==> config.mk <==
export PLATFORM = sky130hd
export DESIGN_NAME = rpn_stack_evaluator_top
export DESIGN_NICKNAME = d
export VERILOG_FILES = /design/src/rpn_pkg.sv /design/src/rpn_stack_evaluator_top.sv /design/src/rpn_div.sv /design/src/rpn_dp.sv /design/src/rpn_ctrl.sv
export SDC_FILE = /design/constraint.sdc
export NUM_CORES = 2
export LEC_CHECK = 0
export BUFFER_PORTS_ARGS = -buffer_cell sky130_fd_sc_hd__buf_2
export CORE_MARGIN = 2
export CORE_UTILIZATION = 45
export DETAILED_ROUTE_END_ITERATION = 12
export PLACE_DENSITY_LB_ADDON = 0.12
export SLEW_MARGIN = 15
export SYNTH_ARGS = -nofsm -noshare
export SYNTH_HDL_FRONTEND = slang
export SYNTH_HIERARCHICAL = 1
export SYNTH_SLANG_ARGS = --single-unit
==> constraint.sdc <==
create_clock -name clk -period 11.14 [get_ports clk]
set_clock_uncertainty 0.05 [all_clocks]
set_input_delay 2.228 -clock clk [delete_from_list [all_inputs] [get_ports clk]]
set_output_delay 2.228 -clock clk [all_outputs]
set_load 0.02 [all_outputs]
==> src/rpn_pkg.sv <==
// Shared types, sizes and codes for the reverse-Polish expression evaluator.
package rpn_pkg;

  localparam int STACK_DEPTH = 32;
  localparam int DATA_W      = 32;
  localparam int NUM_W       = 31;
  localparam int IDX_W       = (STACK_DEPTH > 1) ? $clog2(STACK_DEPTH) : 1;
  localparam int CNT_W       = $clog2(STACK_DEPTH + 1);

  typedef enum logic [1:0] {
    KIND_NUMBER   = 2'd0,
    KIND_OPERATOR = 2'd1,
    KIND_INVALID  = 2'd2,
    KIND_END      = 2'd3
  } kind_t;

  typedef enum logic [1:0] {
    OP_ADD = 2'd0,
    OP_SUB = 2'd1,
    OP_MUL = 2'd2,
    OP_DIV = 2'd3
  } opcode_t;

  typedef enum logic [2:0] {
    ST_OK       = 3'd0,
    ST_FEW      = 3'd1,
    ST_DIVZERO  = 3'd2,
    ST_INVALID  = 3'd3,
    ST_EMPTY    = 3'd4,
    ST_LEFTOVER = 3'd5,
    ST_OVERFLOW = 3'd6
  } status_t;

  // Commands from the controller to the datapath.
  typedef struct packed {
    logic    push_num;     // write the incoming number at the top and count up
    logic    set_err;      // latch err_code
    status_t err_code;
    logic    latch_opc;    // keep the operator code of the accepted word
    logic    rd_top;       // read the entry at count - 1
    logic    rd_second;    // read the entry at count - 2
    logic    rd_zero;      // read the bottom entry
    logic    cap_b;        // right operand from read data
    logic    cap_a_pop;    // left operand from read data, count down by two
    logic    calc;         // result register from add, subtract or multiply
    logic    div_start;    // start the divider
    logic    div_capture;  // result register from the divider
    logic    write_res;    // push the result register
    logic    load_out;     // load the output word and clear the expression
  } dp_cmd_t;

  // Status from the datapath to the controller.
  typedef struct packed {
    logic    err_set;
    logic    full;
    logic    few;
    logic    b_zero;
    logic    div_done;
    opcode_t opc;
  } dp_stat_t;

endpackage

==> src/rpn_stack_evaluator_top.sv <==
// Top level of the reverse-Polish expression evaluator.
//
//   Channel  Direction  Handshake            Word
//   in       input      in_valid/in_ready    kind, number_value, operator_code
//   out      output     out_valid/out_ready  value, status
//
// A number, an invalid token or any token but the end token after an error is handled in the idle state.
// Add, subtract and multiply run two stack reads, compute, then push.
// Divide runs the same reads, then waits on the divider at one quotient bit a cycle, then pushes.
// The end token reads the bottom entry, then waits while a previous output word is not taken.
// Reset is synchronous; it empties the stack and clears the error and the output valid flag.
// A stalled output word does not block number and operator tokens.
module rpn_stack_evaluator_top import rpn_pkg::*; (
  input  logic                     clk,
  input  logic                     rst,
  input  logic                     in_valid,
  output logic                     in_ready,
  input  logic [1:0]               kind,
  input  logic [NUM_W-1:0]         number_value,
  input  logic [1:0]               operator_code,
  output logic                     out_valid,
  input  logic                     out_ready,
  output logic signed [DATA_W-1:0] value,
  output logic [2:0]               status
);

  dp_cmd_t  cmd;
  dp_stat_t stat;

  rpn_ctrl u_ctrl (
    .clk       (clk),
    .rst       (rst),
    .in_valid  (in_valid),
    .in_ready  (in_ready),
    .kind      (kind),
    .out_valid (out_valid),
    .out_ready (out_ready),
    .stat      (stat),
    .cmd       (cmd)
  );

  rpn_dp u_dp (
    .clk           (clk),
    .rst           (rst),
    .cmd           (cmd),
    .number_value  (number_value),
    .operator_code (operator_code),
    .stat          (stat),
    .value         (value),
    .status        (status)
  );

endmodule

==> src/rpn_div.sv <==
// Iterative signed truncating divider, one quotient bit per cycle.
module rpn_div import rpn_pkg::*; (
  input  logic              clk,
  input  logic              rst,
  input  logic              start,
  input  logic [DATA_W-1:0] dividend,
  input  logic [DATA_W-1:0] divisor,
  output logic              done,
  output logic [DATA_W-1:0] quotient
);

  localparam int STEP_W = $clog2(DATA_W);

  logic              busy;
  logic [STEP_W-1:0] step;
  logic              neg;
  logic [DATA_W-1:0] rem;
  logic [DATA_W-1:0] quo;
  logic [DATA_W-1:0] mag_b;

  logic [DATA_W:0]   rem_sh;
  logic [DATA_W:0]   diff;
  logic [DATA_W-1:0] mag_a_in;
  logic [DATA_W-1:0] mag_b_in;

  // Magnitudes of the operands; the most negative value maps onto itself.
  always_comb begin
    mag_a_in = dividend[DATA_W-1] ? (~dividend + 1'b1) : dividend;
    mag_b_in = divisor[DATA_W-1] ? (~divisor + 1'b1) : divisor;
  end

  // One restoring step: shift in the next dividend bit and try the subtract.
  always_comb begin
    rem_sh = {rem, quo[DATA_W-1]};
    diff   = rem_sh - {1'b0, mag_b};
  end

  // Control of the iteration.
  always_ff @(posedge clk) begin
    if (rst) begin
      busy <= 1'b0;
      done <= 1'b0;
      step <= '0;
    end else begin
      done <= 1'b0;
      if (start) begin
        busy <= 1'b1;
        step <= STEP_W'(DATA_W - 1);
      end else if (busy) begin
        step <= step - 1'b1;
        if (step == '0) begin
          busy <= 1'b0;
          done <= 1'b1;
        end
      end
    end
  end

  // Remainder and quotient shift registers.
  always_ff @(posedge clk) begin
    if (start) begin
      rem   <= '0;
      quo   <= mag_a_in;
      mag_b <= mag_b_in;
      neg   <= dividend[DATA_W-1] ^ divisor[DATA_W-1];
    end else if (busy) begin
      if (!diff[DATA_W]) begin
        rem <= diff[DATA_W-1:0];
        quo <= {quo[DATA_W-2:0], 1'b1};
      end else begin
        rem <= rem_sh[DATA_W-1:0];
        quo <= {quo[DATA_W-2:0], 1'b0};
      end
    end
  end

  assign quotient = neg ? (~quo + 1'b1) : quo;

endmodule

==> src/rpn_dp.sv <==
// Datapath: operand stack memory, count, error latch, ALU, divider, output word.
module rpn_dp import rpn_pkg::*; (
  input  logic               clk,
  input  logic               rst,
  input  dp_cmd_t            cmd,
  input  logic [NUM_W-1:0]   number_value,
  input  logic [1:0]         operator_code,
  output dp_stat_t           stat,
  output logic signed [DATA_W-1:0] value,
  output logic [2:0]         status
);

  logic [DATA_W-1:0] stack_mem [STACK_DEPTH];
  logic [DATA_W-1:0] rdata;
  logic [CNT_W-1:0]  count;
  status_t           err;
  opcode_t           opc;
  logic [DATA_W-1:0] op_a;
  logic [DATA_W-1:0] op_b;
  logic [DATA_W-1:0] res;

  logic [DATA_W-1:0] div_q;
  logic              div_done;
  logic [IDX_W-1:0]  rd_addr;
  logic              rd_en;
  logic              wr_en;
  logic [DATA_W-1:0] wdata;
  logic [DATA_W-1:0] alu_out;
  logic [CNT_W-1:0]  cnt_m1;
  logic [CNT_W-1:0]  cnt_m2;
  status_t           end_status;

  assign cnt_m1 = count - 1'b1;
  assign cnt_m2 = count - 2'd2;

  // Read address selection.
  always_comb begin
    rd_en = cmd.rd_top | cmd.rd_second | cmd.rd_zero;
    if (cmd.rd_top) begin
      rd_addr = cnt_m1[IDX_W-1:0];
    end else if (cmd.rd_second) begin
      rd_addr = cnt_m2[IDX_W-1:0];
    end else begin
      rd_addr = '0;
    end
  end

  assign wr_en = cmd.push_num | cmd.write_res;
  assign wdata = cmd.push_num ? {1'b0, number_value} : res;

  // Stack memory: one write port, one registered read port.
  always_ff @(posedge clk) begin
    if (wr_en) begin
      stack_mem[count[IDX_W-1:0]] <= wdata;
    end
    if (rd_en) begin
      rdata <= stack_mem[rd_addr];
    end
  end

  // Add, subtract and the low word of the product, all wrapping.
  always_comb begin
    case (opc)
      OP_ADD:  alu_out = op_a + op_b;
      OP_SUB:  alu_out = op_a - op_b;
      OP_MUL:  alu_out = op_a * op_b;
      default: alu_out = '0;
    endcase
  end

  rpn_div u_div (
    .clk      (clk),
    .rst      (rst),
    .start    (cmd.div_start),
    .dividend (op_a),
    .divisor  (op_b),
    .done     (div_done),
    .quotient (div_q)
  );

  // Stack depth and the first error of the expression.
  always_ff @(posedge clk) begin
    if (rst) begin
      count <= '0;
      err   <= ST_OK;
    end else if (cmd.load_out) begin
      count <= '0;
      err   <= ST_OK;
    end else begin
      if (cmd.push_num || cmd.write_res) begin
        count <= count + 1'b1;
      end else if (cmd.cap_a_pop) begin
        count <= cnt_m2;
      end
      if (cmd.set_err) begin
        err <= cmd.err_code;
      end
    end
  end

  // Operand and result registers.
  always_ff @(posedge clk) begin
    if (cmd.latch_opc) begin
      opc <= opcode_t'(operator_code);
    end
    if (cmd.cap_b) begin
      op_b <= rdata;
    end
    if (cmd.cap_a_pop) begin
      op_a <= rdata;
    end
    if (cmd.calc) begin
      res <= alu_out;
    end else if (cmd.div_capture) begin
      res <= div_q;
    end
  end

  // Final status of the expression.
  always_comb begin
    if (err != ST_OK) begin
      end_status = err;
    end else if (count == '0) begin
      end_status = ST_EMPTY;
    end else if (count != CNT_W'(1)) begin
      end_status = ST_LEFTOVER;
    end else begin
      end_status = ST_OK;
    end
  end

  // Output word.
  always_ff @(posedge clk) begin
    if (cmd.load_out) begin
      status <= end_status;
      value  <= (end_status == ST_OK) ? rdata : '0;
    end
  end

  always_comb begin
    stat.err_set  = (err != ST_OK);
    stat.full     = (count >= CNT_W'(STACK_DEPTH));
    stat.few      = (count < CNT_W'(2));
    stat.b_zero   = (op_b == '0);
    stat.div_done = div_done;
    stat.opc      = opc;
  end

endmodule

==> src/rpn_ctrl.sv <==
// Controller: token sequencing state machine and output word valid flag.
module rpn_ctrl import rpn_pkg::*; (
  input  logic     clk,
  input  logic     rst,
  input  logic     in_valid,
  output logic     in_ready,
  input  logic [1:0] kind,
  output logic     out_valid,
  input  logic     out_ready,
  input  dp_stat_t stat,
  output dp_cmd_t  cmd
);

  typedef enum logic [2:0] {
    S_IDLE,
    S_RD_B,
    S_RD_A,
    S_EXEC,
    S_DIV,
    S_WR,
    S_FIN
  } state_t;

  state_t state;
  state_t state_next;

  assign in_ready = (state == S_IDLE);

  // Next state and datapath commands.
  always_comb begin
    cmd        = '0;
    state_next = state;
    case (state)
      S_IDLE: begin
        if (in_valid) begin
          if (kind_t'(kind) == KIND_END) begin
            cmd.rd_zero = 1'b1;
            state_next  = S_FIN;
          end else if (!stat.err_set) begin
            case (kind_t'(kind))
              KIND_NUMBER: begin
                if (stat.full) begin
                  cmd.set_err  = 1'b1;
                  cmd.err_code = ST_OVERFLOW;
                end else begin
                  cmd.push_num = 1'b1;
                end
              end
              KIND_OPERATOR: begin
                if (stat.few) begin
                  cmd.set_err  = 1'b1;
                  cmd.err_code = ST_FEW;
                end else begin
                  cmd.rd_top    = 1'b1;
                  cmd.latch_opc = 1'b1;
                  state_next    = S_RD_B;
                end
              end
              default: begin
                cmd.set_err  = 1'b1;
                cmd.err_code = ST_INVALID;
              end
            endcase
          end
        end
      end
      S_RD_B: begin
        cmd.cap_b     = 1'b1;
        cmd.rd_second = 1'b1;
        state_next    = S_RD_A;
      end
      S_RD_A: begin
        cmd.cap_a_pop = 1'b1;
        state_next    = S_EXEC;
      end
      S_EXEC: begin
        if (stat.opc == OP_DIV) begin
          if (stat.b_zero) begin
            cmd.set_err  = 1'b1;
            cmd.err_code = ST_DIVZERO;
            state_next   = S_IDLE;
          end else begin
            cmd.div_start = 1'b1;
            state_next    = S_DIV;
          end
        end else begin
          cmd.calc   = 1'b1;
          state_next = S_WR;
        end
      end
      S_DIV: begin
        if (stat.div_done) begin
          cmd.div_capture = 1'b1;
          state_next      = S_WR;
        end
      end
      S_WR: begin
        cmd.write_res = 1'b1;
        state_next    = S_IDLE;
      end
      S_FIN: begin
        if (!out_valid || out_ready) begin
          cmd.load_out = 1'b1;
          state_next   = S_IDLE;
        end
      end
      default: begin
        state_next = S_IDLE;
      end
    endcase
  end

  // State and the output valid flag.
  always_ff @(posedge clk) begin
    if (rst) begin
      state     <= S_IDLE;
      out_valid <= 1'b0;
    end else begin
      state <= state_next;
      if (cmd.load_out) begin
        out_valid <= 1'b1;
      end else if (out_ready) begin
        out_valid <= 1'b0;
      end
    end
  end

endmodule

==> results.md <==
* Total Nets Final at just over 7000
* Launch point of the worst reg-to-reg path: u_dp/op_b[4]
* Critical path data required time at 11.61 ns
* Remaining DRCs at 0
* Core Box Area at 162000 µm²
* Unique cell type count in the Yosys netlist at 89
* Clk buf depth at 3
* Worst hold path class: flop to flop
* Post-synth top area share at around 50%
* DP Wirelength at 146000 µm
* VDD IR max at 0.000712 V
* Vias in the first global route at 49300
* Fillers at between 10000 and 15000
* Sequential cell area at a little under 40000 µm²
* Max transition margin at 22.1%
* Hold WS at approximately 0.43 ns
* 1st-pass router iterations at 6
* WL final at 233000 µm
* Leakage power at 30.5 nW
* Endpoints failing setup at 0
* Placer Congestion at between 0.9 and 1
* Mapped Area at 73500 µm²
* Synthesis-to-finish area growth at 10.1%
* Initial core utilization at 45.3%
* Final Hold Fails at 0
* Seq/Total Area, Yosys at 52.7%
* Largest net degree at the start of global routing at 170
* Pins Over Slew Limit at 0
* Fin crit period at 8.58 ns
* Crit path max fanout at 21
* CTS Buf Count at 144
* Actual slew at the worst max-slew pin at 1.17 ns
* Clk root buf: clkbuf_16
* CTS tree: done
* Most common cell in the netlist: nand2_1
* H-Tree Depth at 4
* Hold Crit Start: u_dp/u_div/rem[21]
* Post-CTS Setup Inserts at 0
* Power density cells at 265 nW/µm²
* CP Launch Type: flop
* Pwr Total at 21.4 mW
* Setup TNS at 0 ns
* Asr flop ratio synth at 0%
* RSZ-0062 raised after global routing: false
* DR iter-0 viols at 5393
* Sink Count at between 1000 and 1500
* Clock slew at the register clock pins of the worst setup and hold paths at 0.07 ns
* Grt ovf at 0
* # rows at approximately 150
* Routed WL per cell at about 27 µm
* Dpl cell area at roughly 76000 µm²
* # IOs at 76
* Synth top cells by count: nand2_1, edfxtp_1, inv_1
* Cell area after layout at 80900 µm²
* Most used cell, CP: fa_1
* Multi-input logic area at ~32000 µm²
* Die height at 408 µm
* Hold path cells at 2
* Clock latency on the worst-skew pair at around 0.79 ns
* Die area at 167000 µm²
* Post-CTS Resized at 0
* Via Count at 50900
* Vias/cell at 5.83
* Post-synth EDFFs at around 1300
* Synth area leaders: edfxtp_1, fa_1, nand2_1, ha_1, and2_1
* Dpl cells at 8477
* Post-Syn Instances at between 6000 and 7000
* Tcrit/Tclk final at between 70% and 80%
* Syn Nets at just over 7000
* CP max stage cell: o311ai_0
* Number of synthesized register bits at between 1000 and 1500
* Die X at 408 µm
* Slowest stage delay, CP at 0.87 ns
* Number of max-cap violations at 0
* Achievable Freq at 117 MHz
* Avg Cell Area, Syn at 11.3 µm²
* Main synth FF type: edfxtp_1
* Share of layout cells above drive strength 1 at 7.87%
* Non-filler instance count after layout at 8736
* Post-DRT Antenna Nets at 0
* Critical path type: flop to flop
* All-Layer GR Usage at 27.7%
* Port Buf Inserts at 75
* Yosys top cell by area: edfxtp_1
* Start point of the critical path: u_dp/op_b[4]
* Cts hold-fix bufs at 0
* Global-route wire length before repair at between 300000 and 400000 µm
* CP cell instances: buf_4 > and2_1 > fa_1 > inv_1 > fa_1 > fa_1 > fa_1 > inv_1 > fa_1 > inv_1 > fa_1 > inv_1 > fa_1 > fa_1 > ha_1 > and3_1 > a31oi_1 > o21ai_0 > o311ai_0 > a21oi_1 > o32ai_1 > xnor2_1 > nand3_1 > o221ai_2
* Status: completed
* Antenna violations before repair at 23
* Yosys warns at 6
* Crit path DAT at 9.06 ns
* Reg2reg path depth at 24
* Crit. End Element: flop
## through the flow
stage	util (%)	worst slack (ns)
2_1_floorplan	-	3.67
3_3_place_gp	47.1	2.65
3_5_place_dp	47.1	2.63
4_1_cts	49.8	2.58
5_1_grt	49.8	2.41
6_report	49.8	2.56
## cell usage in the layout, fill, tap and decap left out, types with 15 or more instances in the layout
master,instances
nand2b_1,31
clkbuf_16,146
o31ai_1,36
inv_1,452
buf_2,75
nand3_1,290
a21o_1,70
clkbuf_1,38
clkinv_2,20
a211oi_1,44
xor2_1,87
a31oi_1,92
o21a_1,26
nor2_1,149
clkinv_1,26
a311oi_1,218
o41ai_1,15
xnor2_1,169
a21oi_1,165
edfxtp_1,1254
and3_1,144
o21ai_0,92
nor3_1,33
buf_4,124
dfxtp_1,51
o221ai_1,17
or4_1,17
fa_1,410
mux2_2,33
nand2_1,1392
and2_1,347
ha_1,201
nor2_4,33
or3_1,29
## power breakdown
part,total (mW),internal (mW),switching (mW),leakage [nW]
Combinational,11.2,4.35,6.88,16.5
Sequential,5.58,5.46,0.121,11.8
Clock,4.60,2.56,2.03,2.17
## state kept, by name (all words and copies together) (netlist names)
signal and cells:
u_dp/stack_mem 1024, u_dp/op_a 32, u_dp/op_b 32, u_dp/rdata 32, u_dp/res 32, u_dp/u_div/mag_b 32
u_dp/u_div/quo 32, u_dp/u_div/rem 32, u_dp/value 32, u_dp/count 6, u_dp/u_div/step 5, u_ctrl/state 3
u_dp/err 3, u_dp/status 3, u_dp/opc 2, u_ctrl/out_valid 1, u_dp/u_div/busy 1, u_dp/u_div/done 1
u_dp/u_div/neg 1
## cells by family (layout without fill, tap and decap cells)
family,Yosys count,after routing,synth area share [%]
adders and majority gates,611,611,14.6
other,0,4,0
muxes,47,47,0.698
and+or+nand+nor,2554,2554,16.1
AOI/OAI and AO/OA,867,867,8.38
buffers and inverters,853,913,4.46
xor gates and xnor gates,259,259,3.11
DFF,1306,1306,52.7
## critical path, delay by kind of cell, from the launching register on
family	cells	cell delay, ns
flip-flops	1	0.78
AND/OR/NAND/NOR	3	0.56
XOR/XNOR	1	0.12
AO/OA/AOI/OAI	6	1.96
adder cells (fa/ha/maj)	9	4.23
buffers and inverters	5	0.61
## final cells by class
type / instances / area share [%]
Multi-Input combinational cell: 4338 / 39.4
Clock inverter: 69 / 0.784
Antenna cell: 4 / 0.0124
Timing Repair Buffer: 204 / 1.74
Clock buffer: 186 / 4.73
Inverter: 454 / 2.11
Sequential cell: 1306 / 47.8
Tap cell: 2175 / 3.36
## worst paths after layout
kind         slack (ns)                 end
max                2.56        u_dp/res[31]
min                0.43  u_dp/u_div/rem[22]
max reg2reg        2.56        u_dp/res[31]
min reg2reg        0.43  u_dp/u_div/rem[22]
## layer usage
layer	routed length, µm	track usage (%)	vias up
met4	6440	8.26	4
met5	32	0	-
met1	101000	40.1	26000
li1	-	-	22600
met2	107000	43.0	2025
met3	18500	4.32	326
Power figures use the tool's default switching activity.
